File: config.mk
export PLATFORM = sky130hd
export DESIGN_NAME = nor_flash_command_sequencer
export DESIGN_NICKNAME = d
export VERILOG_FILES = /design/src/rtl/nfcs_pkg.sv /design/src/rtl/nor_flash_command_sequencer.sv /design/src/rtl/nfcs_ctrl.sv /design/src/rtl/nfcs_emit.sv
export SDC_FILE = /design/constraint.sdc
export NUM_CORES = 1
export LEC_CHECK = 0
export ABC_AREA = 1
export BUFFER_PORTS_ARGS = -buffer_cell sky130_fd_sc_hd__buf_2
export CAP_MARGIN = 25
export CORE_ASPECT_RATIO = 0.75
export CORE_UTILIZATION = 45
export CTS_BUF_LIST = sky130_fd_sc_hd__clkbuf_16
export DETAILED_ROUTE_END_ITERATION = 12
export PLACE_DENSITY = 0.65
export SYNTH_ARGS = -nofsm -noshare
export SYNTH_HDL_FRONTEND = slang
export SYNTH_SLANG_ARGS = --single-unit
File: constraint.sdc
create_clock -name clk -period 4 [get_ports clk]
set_clock_uncertainty 0.05 [all_clocks]
set_input_delay 0.4 -clock clk [delete_from_list [all_inputs] [get_ports clk]]
set_output_delay 0.4 -clock clk [all_outputs]
set_load 0.03 [all_outputs]
File: src/rtl/nfcs_pkg.sv
// Package with the types, codes and constants of the NOR flash command sequencer.
`timescale 1ns / 1ps
package nfcs_pkg;

	// Flash geometry.
	localparam int FLASH_BYTES   = 4194304;
	localparam int SECTOR_COUNT  = 71;
	localparam int SMALL_SECTORS = 8;
	localparam int SMALL_BYTES   = SMALL_SECTORS * 8192;
	localparam int EOFF_W        = 24;

	// Command codes of an input word.
	localparam logic [2:0] CMD_READ  = 3'd0;
	localparam logic [2:0] CMD_PROG  = 3'd1;
	localparam logic [2:0] CMD_ERASE = 3'd2;
	localparam logic [2:0] CMD_RESET = 3'd3;
	localparam logic [2:0] CMD_POLL  = 3'd4;

	// Result kinds.
	localparam logic [1:0] KIND_WRITE = 2'd0;
	localparam logic [1:0] KIND_READ  = 2'd1;
	localparam logic [1:0] KIND_DONE  = 2'd2;

	// Completion status codes.
	localparam logic [1:0] ST_OK         = 2'd0;
	localparam logic [1:0] ST_RANGE      = 2'd1;
	localparam logic [1:0] ST_ERASE_FAIL = 2'd2;
	localparam logic [1:0] ST_PROG_FAIL  = 2'd3;

	// Flash command bytes and unlock offsets.
	localparam logic [7:0]  FL_UNLOCK1    = 8'haa;
	localparam logic [7:0]  FL_UNLOCK2    = 8'h55;
	localparam logic [7:0]  FL_ERASE_SET  = 8'h80;
	localparam logic [7:0]  FL_PROG_SET   = 8'ha0;
	localparam logic [7:0]  FL_SECT_ERASE = 8'h30;
	localparam logic [7:0]  FL_RESET      = 8'hf0;
	localparam logic [7:0]  DQ7_MASK      = 8'h80;
	localparam logic [7:0]  DQ5_MASK      = 8'h20;
	localparam logic [7:0]  TOGGLE_MASK   = 8'h44;
	localparam logic [31:0] ADDR_555      = 32'h00000555;
	localparam logic [31:0] ADDR_AAA      = 32'h00000aaa;

	// One input word.
	typedef struct packed {
		logic [2:0]  command;
		logic [22:0] offset;
		logic [7:0]  write_data;
		logic [6:0]  sector;
		logic [7:0]  bus_read_value;
	} cmd_word_t;

	// One result word.
	typedef struct packed {
		logic [1:0]  kind;
		logic [31:0] bus_address;
		logic [7:0]  bus_data;
		logic [1:0]  status;
		logic [7:0]  read_data;
		logic        last;
	} result_word_t;

	// Kinds of result bursts that one input word can cause.
	typedef enum logic [2:0] {
		BT_NONE  = 3'd0,
		BT_RESET = 3'd1,
		BT_READ  = 3'd2,
		BT_PROG  = 3'd3,
		BT_ERASE = 3'd4,
		BT_DONE  = 3'd5,
		BT_FAIL  = 3'd6
	} burst_type_t;

	// Description of one burst handed from the controller to the emitter.
	typedef struct packed {
		burst_type_t btype;
		logic [31:0] addr;
		logic [7:0]  data;
		logic [1:0]  status;
		logic [7:0]  rdata;
	} burst_t;

	// Number of result words in a burst.
	function automatic logic [2:0] burst_len(input burst_type_t bt);
		logic [2:0] n;
		n = 3'd0;
		case (bt)
			BT_RESET: n = 3'd2;
			BT_READ:  n = 3'd1;
			BT_PROG:  n = 3'd5;
			BT_ERASE: n = 3'd7;
			BT_DONE:  n = 3'd1;
			BT_FAIL:  n = 3'd2;
			default:  n = 3'd0;
		endcase
		return n;
	endfunction

endpackage

File: src/rtl/nor_flash_command_sequencer.sv
// Top level of the NOR flash command sequencer: ports, base register, input register.
//
//   Channel  Direction  Handshake             Word
//   cfg      in         cfg_valid/cfg_ready   cfg_data: base address of the flash
//   in       in         in_valid/in_ready     in_word: one request or poll reply
//   out      out        out_valid/out_ready   out_word: bus write, bus read or done
//
// An accepted word is decoded in the input register and leaves it once the emitter
// can take its burst; its result words pass through the burst register and the
// output register. The emitter issues one result word per cycle while the output
// is not stalled, up to seven result words for an erase. Reset clears the operation
// state and the base address. A stalled output holds the emitter, then the input register.
`timescale 1ns / 1ps
module nor_flash_command_sequencer (
	input  logic                   clk,
	input  logic                   arst_n,
	input  logic                   cfg_valid,
	output logic                   cfg_ready,
	input  logic [31:0]            cfg_data,
	input  logic                   in_valid,
	output logic                   in_ready,
	input  nfcs_pkg::cmd_word_t    in_word,
	output logic                   out_valid,
	input  logic                   out_ready,
	output nfcs_pkg::result_word_t out_word
);
	import nfcs_pkg::*;

	logic [31:0] base_q;
	logic        valid_s1;
	cmd_word_t   item_s1;
	logic        consume, burst_load, burst_free;
	burst_t      burst;

	// Base address register.
	assign cfg_ready = 1'b1;
	always_ff @(posedge clk or negedge arst_n) begin
		if (!arst_n) begin
			base_q <= 32'h0;
		end else if (cfg_valid) begin
			base_q <= cfg_data;
		end
	end

	// Input register.
	assign in_ready = !valid_s1 || consume;
	always_ff @(posedge clk or negedge arst_n) begin
		if (!arst_n) begin
			valid_s1 <= 1'b0;
		end else if (in_ready) begin
			valid_s1 <= in_valid;
		end
	end

	always_ff @(posedge clk) begin
		if (in_valid && in_ready) begin
			item_s1 <= in_word;
		end
	end

	nfcs_ctrl u_ctrl (
		.clk          (clk),
		.arst_n       (arst_n),
		.item_valid   (valid_s1),
		.item         (item_s1),
		.base_address (base_q),
		.burst_free   (burst_free),
		.consume      (consume),
		.burst_load   (burst_load),
		.burst        (burst)
	);

	nfcs_emit u_emit (
		.clk          (clk),
		.arst_n       (arst_n),
		.base_address (base_q),
		.burst_load   (burst_load),
		.burst        (burst),
		.burst_free   (burst_free),
		.out_valid    (out_valid),
		.out_ready    (out_ready),
		.out_word     (out_word)
	);

endmodule

File: src/rtl/nfcs_ctrl.sv
// Operation state and decode of one input word into a burst of bus cycles.
`timescale 1ns / 1ps
module nfcs_ctrl (
	input  logic               clk,
	input  logic               arst_n,
	input  logic               item_valid,
	input  nfcs_pkg::cmd_word_t item,
	input  logic [31:0]        base_address,
	input  logic               burst_free,
	output logic               consume,
	output logic               burst_load,
	output nfcs_pkg::burst_t   burst
);
	import nfcs_pkg::*;

	typedef enum logic [7:0] {
		PH_IDLE        = 8'b0000_0001,
		PH_READ        = 8'b0000_0010,
		PH_PROG        = 8'b0000_0100,
		PH_PROG_RE     = 8'b0000_1000,
		PH_ERASE_FIRST = 8'b0001_0000,
		PH_ERASE       = 8'b0010_0000,
		PH_ERASE_RE1   = 8'b0100_0000,
		PH_ERASE_RE2   = 8'b1000_0000
	} phase_t;

	phase_t      phase_q, phase_d;
	logic [7:0]  prev_q, prev_d;
	logic [31:0] target_q, target_d;
	logic [7:0]  tdata_q, tdata_d;
	logic [6:0]  sec_rel;
	logic [EOFF_W-1:0] eoff_small, eoff_large, eoff;
	logic        bad_sector, out_range;
	logic [31:0] new_target;
	logic [7:0]  rv;
	logic        dq7_match, toggle_same, dq5_set;
	burst_t      b;

	// Byte offset of the request, from the offset or the sector number.
	always_comb begin
		sec_rel    = item.sector - 7'(SMALL_SECTORS);
		eoff_small = EOFF_W'({item.sector, 13'h0});
		eoff_large = EOFF_W'(SMALL_BYTES) + EOFF_W'({sec_rel, 16'h0});
		if (item.command == CMD_ERASE) begin
			eoff = (item.sector < 7'(SMALL_SECTORS)) ? eoff_small : eoff_large;
		end else begin
			eoff = EOFF_W'(item.offset);
		end
		bad_sector  = (item.command == CMD_ERASE) && (item.sector >= 7'(SECTOR_COUNT));
		out_range   = bad_sector || (eoff >= EOFF_W'(FLASH_BYTES));
		new_target  = base_address + 32'(eoff);
		rv          = item.bus_read_value;
		dq7_match   = ((rv ^ tdata_q) & DQ7_MASK) == 8'h00;
		toggle_same = ((rv ^ prev_q) & TOGGLE_MASK) == 8'h00;
		dq5_set     = (rv & DQ5_MASK) != 8'h00;
	end

	// Next state and burst for the word at the head of the input register.
	always_comb begin
		phase_d  = phase_q;
		prev_d   = prev_q;
		target_d = target_q;
		tdata_d  = tdata_q;
		b.btype  = BT_NONE;
		b.addr   = target_q;
		b.data   = item.write_data;
		b.status = ST_OK;
		b.rdata  = 8'h00;
		case (item.command)
			CMD_RESET: begin
				phase_d = PH_IDLE;
				b.btype = BT_RESET;
			end
			CMD_READ, CMD_PROG, CMD_ERASE: begin
				if (phase_q == PH_IDLE) begin
					if (out_range) begin
						b.btype  = BT_DONE;
						b.addr   = 32'h0;
						b.status = ST_RANGE;
					end else begin
						target_d = new_target;
						b.addr   = new_target;
						if (item.command == CMD_READ) begin
							phase_d = PH_READ;
							b.btype = BT_READ;
						end else if (item.command == CMD_PROG) begin
							phase_d = PH_PROG;
							tdata_d = item.write_data;
							b.btype = BT_PROG;
						end else begin
							phase_d = PH_ERASE_FIRST;
							b.btype = BT_ERASE;
						end
					end
				end
			end
			CMD_POLL: begin
				unique case (phase_q)
					PH_IDLE: begin
						b.btype = BT_NONE;
					end
					PH_READ: begin
						phase_d = PH_IDLE;
						b.btype = BT_DONE;
						b.rdata = rv;
					end
					PH_PROG: begin
						if (dq7_match) begin
							phase_d = PH_IDLE;
							b.btype = BT_DONE;
						end else begin
							if (dq5_set) begin
								phase_d = PH_PROG_RE;
							end
							b.btype = BT_READ;
						end
					end
					PH_PROG_RE: begin
						phase_d = PH_IDLE;
						if (dq7_match) begin
							b.btype = BT_DONE;
						end else begin
							b.btype  = BT_FAIL;
							b.status = ST_PROG_FAIL;
						end
					end
					PH_ERASE_FIRST: begin
						prev_d  = rv;
						phase_d = PH_ERASE;
						b.btype = BT_READ;
					end
					PH_ERASE: begin
						if (toggle_same) begin
							phase_d = PH_IDLE;
							b.btype = BT_DONE;
						end else begin
							if (dq5_set) begin
								phase_d = PH_ERASE_RE1;
							end else begin
								prev_d = rv;
							end
							b.btype = BT_READ;
						end
					end
					PH_ERASE_RE1: begin
						prev_d  = rv;
						phase_d = PH_ERASE_RE2;
						b.btype = BT_READ;
					end
					PH_ERASE_RE2: begin
						phase_d = PH_IDLE;
						if (toggle_same) begin
							b.btype = BT_DONE;
						end else begin
							b.btype  = BT_FAIL;
							b.status = ST_ERASE_FAIL;
						end
					end
					default: begin
						b.btype = BT_NONE;
					end
				endcase
			end
			default: begin
				b.btype = BT_NONE;
			end
		endcase
	end

	// A word leaves the input register once the emitter can take its burst.
	assign consume    = item_valid && burst_free;
	assign burst_load = consume && (b.btype != BT_NONE);
	assign burst      = b;

	// Operation state.
	always_ff @(posedge clk or negedge arst_n) begin
		if (!arst_n) begin
			phase_q  <= PH_IDLE;
			prev_q   <= 8'h00;
			target_q <= 32'h0;
			tdata_q  <= 8'h00;
		end else if (consume) begin
			phase_q  <= phase_d;
			prev_q   <= prev_d;
			target_q <= target_d;
			tdata_q  <= tdata_d;
		end
	end

endmodule

File: src/rtl/nfcs_emit.sv
// Burst register and output register that issue one result word per cycle while the output is not stalled.
`timescale 1ns / 1ps
module nfcs_emit (
	input  logic                   clk,
	input  logic                   arst_n,
	input  logic [31:0]            base_address,
	input  logic                   burst_load,
	input  nfcs_pkg::burst_t       burst,
	output logic                   burst_free,
	output logic                   out_valid,
	input  logic                   out_ready,
	output nfcs_pkg::result_word_t out_word
);
	import nfcs_pkg::*;

	burst_t       burst_q;
	logic         burst_valid_q;
	logic [2:0]   idx_q;
	logic         out_valid_q;
	result_word_t out_q;
	result_word_t elem;
	logic         fire, is_last;
	logic [31:0]  a555, aaaa;

	// Result word at the current position of the burst.
	always_comb begin
		a555 = base_address + ADDR_555;
		aaaa = base_address + ADDR_AAA;
		elem.kind        = KIND_WRITE;
		elem.bus_address = burst_q.addr;
		elem.bus_data    = 8'h00;
		elem.status      = ST_OK;
		elem.read_data   = 8'h00;
		case (burst_q.btype)
			BT_RESET: begin
				if (idx_q == 3'd0) begin
					elem.bus_address = base_address;
					elem.bus_data    = FL_RESET;
				end else begin
					elem.kind        = KIND_DONE;
					elem.bus_address = 32'h0;
				end
			end
			BT_PROG: begin
				case (idx_q)
					3'd0: begin
						elem.bus_address = aaaa;
						elem.bus_data    = FL_UNLOCK1;
					end
					3'd1: begin
						elem.bus_address = a555;
						elem.bus_data    = FL_UNLOCK2;
					end
					3'd2: begin
						elem.bus_address = aaaa;
						elem.bus_data    = FL_PROG_SET;
					end
					3'd3: begin
						elem.bus_data = burst_q.data;
					end
					default: begin
						elem.kind = KIND_READ;
					end
				endcase
			end
			BT_ERASE: begin
				case (idx_q)
					3'd0, 3'd3: begin
						elem.bus_address = aaaa;
						elem.bus_data    = FL_UNLOCK1;
					end
					3'd1, 3'd4: begin
						elem.bus_address = a555;
						elem.bus_data    = FL_UNLOCK2;
					end
					3'd2: begin
						elem.bus_address = aaaa;
						elem.bus_data    = FL_ERASE_SET;
					end
					3'd5: begin
						elem.bus_data = FL_SECT_ERASE;
					end
					default: begin
						elem.kind = KIND_READ;
					end
				endcase
			end
			BT_DONE: begin
				elem.kind      = KIND_DONE;
				elem.status    = burst_q.status;
				elem.read_data = burst_q.rdata;
			end
			BT_FAIL: begin
				if (idx_q == 3'd0) begin
					elem.bus_data = FL_RESET;
				end else begin
					elem.kind   = KIND_DONE;
					elem.status = burst_q.status;
				end
			end
			default: begin
				elem.kind = KIND_READ;
			end
		endcase
		is_last   = idx_q == (burst_len(burst_q.btype) - 3'd1);
		elem.last = is_last;
	end

	// A word moves into the output register when it is empty or being taken.
	assign fire       = burst_valid_q && (!out_valid_q || out_ready);
	assign burst_free = !burst_valid_q || (fire && is_last);

	// Burst position.
	always_ff @(posedge clk or negedge arst_n) begin
		if (!arst_n) begin
			burst_valid_q <= 1'b0;
			idx_q         <= 3'd0;
		end else if (burst_load) begin
			burst_valid_q <= 1'b1;
			idx_q         <= 3'd0;
		end else if (fire) begin
			if (is_last) begin
				burst_valid_q <= 1'b0;
			end
			idx_q <= idx_q + 3'd1;
		end
	end

	// Burst payload.
	always_ff @(posedge clk) begin
		if (burst_load) begin
			burst_q <= burst;
		end
	end

	// Output valid.
	always_ff @(posedge clk or negedge arst_n) begin
		if (!arst_n) begin
			out_valid_q <= 1'b0;
		end else if (fire) begin
			out_valid_q <= 1'b1;
		end else if (out_ready) begin
			out_valid_q <= 1'b0;
		end
	end

	// Output payload.
	always_ff @(posedge clk) begin
		if (fire) begin
			out_q <= elem;
		end
	end

	assign out_valid = out_valid_q;
	assign out_word  = out_q;

endmodule

==> impl_metrics.ini <==
[routing]
vias = 15000
top_layer_used = met5
first_pass_iters = 10
wl_met3_mm = 5.43
drc_errors = 1
finalWirelength_mm = 53.3
wl_met2_mm = 21.8
wire_per_inst_um = 19.9
wl_met1_mm = 24.2
antenna_left = 0
drtIter0Drc = 1626
routed_via_density = 5.59

[power_and_ir_drop]
power_uw = 12000
p_leak_uw = 0.00821
ir_worst_vdd_uv = 500
pwr-share-comb = 0.464
p_int_uw = 6550
pwr-share-clk = 0.194
p_sw_frac = 0.454
p_seq_frac = 0.343
power.density_nw_per_um2 = 673
p_sw_uw = 5460

[yosys]
syn_inst = 2018
syn_nets = 2141
ys_warn_count = 0
synth-edff-count = 155
syn_area_um2 = 15200
synthArstFlopShare = 0.343
yosysUniqueCellTypes = 56
ys_seq_area_frac = 0.438
synth_ff_type = edfxtp_1
ys_seq_elements = 236
avgSynthCellArea_um2 = 7.55

[setup_path]
crit_path_start_kind = register
r2r_cells = 18
reg2reg_to = u_emit.burst_q[36]
setup.worst_path.end = u_emit.burst_q[36]
cp-end-kind = register
critical_path.most_common_cell = nand2_1
crit_buf_inv = 3
r2r_setup_slack_ps = 400
path_delay_family = simple AND/OR/NAND/NOR gates
path_depth = 18
crit_fanout = 6
critPathLaunch = item_s1[11]
cp_slowest_cell = edfxtp_1
r2r_start = item_s1[11]
crit_path_cell_trace = inv_1, ha_1, nand2_1, nor2_1, inv_1, nor2_1, buf_4, a22o_1, ha_1, a21oi_1, o21ai_0, a21oi_2, nand2_1, nand2_1, nand2_1, xor2_1, nand2_1, nand2_1
worstSetupPathType = reg2reg
cp.arrival_ps = 3850
required_ps = 4250
cpPeakStageDelay_ps = 440

[floorplan]
core_area_um2 = 32900
dieArea_um2 = 34600
num_rows = 57
die_height_um = 161
die_w_um = 215
ios = 142
start_util = 0.464

[cells_and_area]
multi_input_area_um2 = 7390
nFillCells = 3128
layout_common_cells = nand2_1, nand3_1, inv_1
nNetsFinal = 2341
n_antenna_cell = 0
final_common_cell = nand2_1
syn_to_final_growth_pct = 17.1
register_area_um2 = 6680
drive_gt1_frac = 0.125

[global_routing]
grt_max_degree = 65
grt_pass1_wl_mm = 81.3
grt_usage = 0.308
grt_overflow = 0
grt_pass1_vias = 14000
antenna_found_initial = 1

[cts]
clk_latency_ps = 570
cts_tree = yes
cts_made_buffers = 26
cts-root-buf = clkbuf_16
clkSlewWorstSetupHoldPaths_ps = 60
cts_buffer_depth = 3
cts.sinks = 236
htreeDepth = 1

[timing]
hold_violations = 0
rsz0062_at_grt = no
period_needed_ps = 3600
period_share = 0.899
fin_tns_setup_ps = 0
setup_viol = 0
worst_slew_margin_rel = 0.327
report.final.slew_viol_count = 0
worst_pin_slew_ps = 1010
setup_slack_ps = 403
max_freq_mhz = 278

[place]
dp_slack_ps = 309
place.gp.congestion = 1.02
numPortBuffers = 140
hpwl_mm = 40.7

[job]
cap_violations = 0

[hold_path]
hp-class = in2reg
hp-start = cfg_data[23]

[run_status]
status = complete, but fails checks
violations = DRC
[tightest hold or removal path: cells and delay by family]
kind	cells	cell delay, ps
compound gates	1	60
buf+inv	1	80
simple gates	1	50
[synth_stat cells, types with 3 or more instances]
cell type	n	area share
edfxtp_1	155	0.31
nor2_4	6	0.0044
inv_1	220	0.054
ha_1	36	0.030
nor3_1	17	0.0056
o221ai_1	3	0.0017
dfrtp_1	80	0.13
nand4_1	29	0.012
o21bai_1	9	0.0044
a31oi_1	5	0.0021
o21ai_1	4	0.0013
nor2_2	9	0.0037
inv_2	10	0.0025
nor2_1	181	0.045
o21ai_0	133	0.044
clkinv_1	4	0.00098
o21ai_2	19	0.011
buf_6	7	0.0052
a21oi_1	67	0.022
buf_4	5	0.0025
o2111ai_1	6	0.0034
xnor2_1	15	0.0086
or2_2	8	0.0033
xor2_1	28	0.016
a21o_1	3	0.0015
clkbuf_1	23	0.0057
o21a_1	3	0.0015
nor4_1	3	0.0012
or2_0	5	0.0021
o211ai_1	10	0.0049
nand2_1	602	0.15
nand2_2	5	0.0021
buf_2	15	0.0049
o22ai_1	8	0.0033
a22o_1	3	0.0017
a221oi_1	3	0.0017
nand3b_1	6	0.0030
nand3_1	247	0.081
[per-stage QoR]
| step | std cells | hold slack, ps | util | instance area (um2) |
|---|---|---|---|---|
| floorplan | 2018 | 54.4 | - | 15200 |
| global placement | 2573 | 354 | 0.500 | 16400 |
| detailed placement | 2573 | 356 | 0.500 | 16400 |
| CTS | 2680 | 0.896 | 0.542 | 17800 |
| global route | 2680 | 7.60 | 0.543 | 17800 |
| finish | 2680 | 13.8 | 0.543 | 17800 |
[state kept, by name (all words and copies together) (netlist names)]
name / flops
base_q: 32
item_s1: 49
u_ctrl.phase_q: 8
u_ctrl.prev_q: 2
u_ctrl.target_q: 32
u_ctrl.tdata_q: 1
u_emit.burst_q: 53
u_emit.burst_valid_q: 1
u_emit.idx_q: 3
u_emit.out_valid: 1
u_emit.out_word: 53
valid_s1: 1
[worst min path at each step]
stage | cells after the start | slack, ps | to
after floorplan | 0 | 50 | base_q[0]
after global placement | 0 | 350 | u_emit.burst_q[15]
after detailed placement | 0 | 360 | u_emit.burst_q[14]
after CTS | 3 | 0.9 | base_q[23]
after global routing | 3 | 8 | base_q[23]
final | 3 | 10 | base_q[23]
[what timing repair did]
action / 4_1_cts / 5_1_grt
setup buffers: 0 / 0
hold buffers: 59 / 0
endpoints found under the hold margin: 118 / 0
resized for setup: 0 / 2
setup endpoints to repair: 0 / 1
[power by group through the flow]
stage	Combinational [uW]	Clock, uW	Sequential [uW]
floorplan	3230	0	4520
global placement	5380	0	4130
detailed placement	5430	0	4140
CTS	5490	2360	4100
global route	6060	2450	4190
finish	5570	2330	4120
[logic make-up after synthesis]
| logic type | after synthesis | share of synthesized area |
|---|---|---|
| adders and majority gates | 37 | 0.0309 |
| other | 1 | 0.000246 |
| xor gates and xnor gates | 43 | 0.0247 |
| buffers and inverters | 290 | 0.0777 |
| AOI/OAI and AO/OA | 284 | 0.110 |
| and+or+nand+nor | 1127 | 0.318 |
| DFF | 236 | 0.438 |
[metal layers]
metal / vias to the layer above / track usage
li1: 7123 / -
met1: 6981 / 0.453
met2: 771 / 0.450
met3: 116 / 0.0605
met4: 2 / 0.109
met5: - / 0
[layout make-up]
cell class | count | area share
Clock inverter | 21 | 0.00757
Inverter | 236 | 0.0499
Tap cell | 442 | 0.0310
Multi-Input combinational cell | 1492 | 0.414
Clock buffer | 27 | 0.0379
Sequential cell | 236 | 0.374
Timing Repair Buffer | 226 | 0.0853
Note: power is estimated with default switching activity, not from simulation.
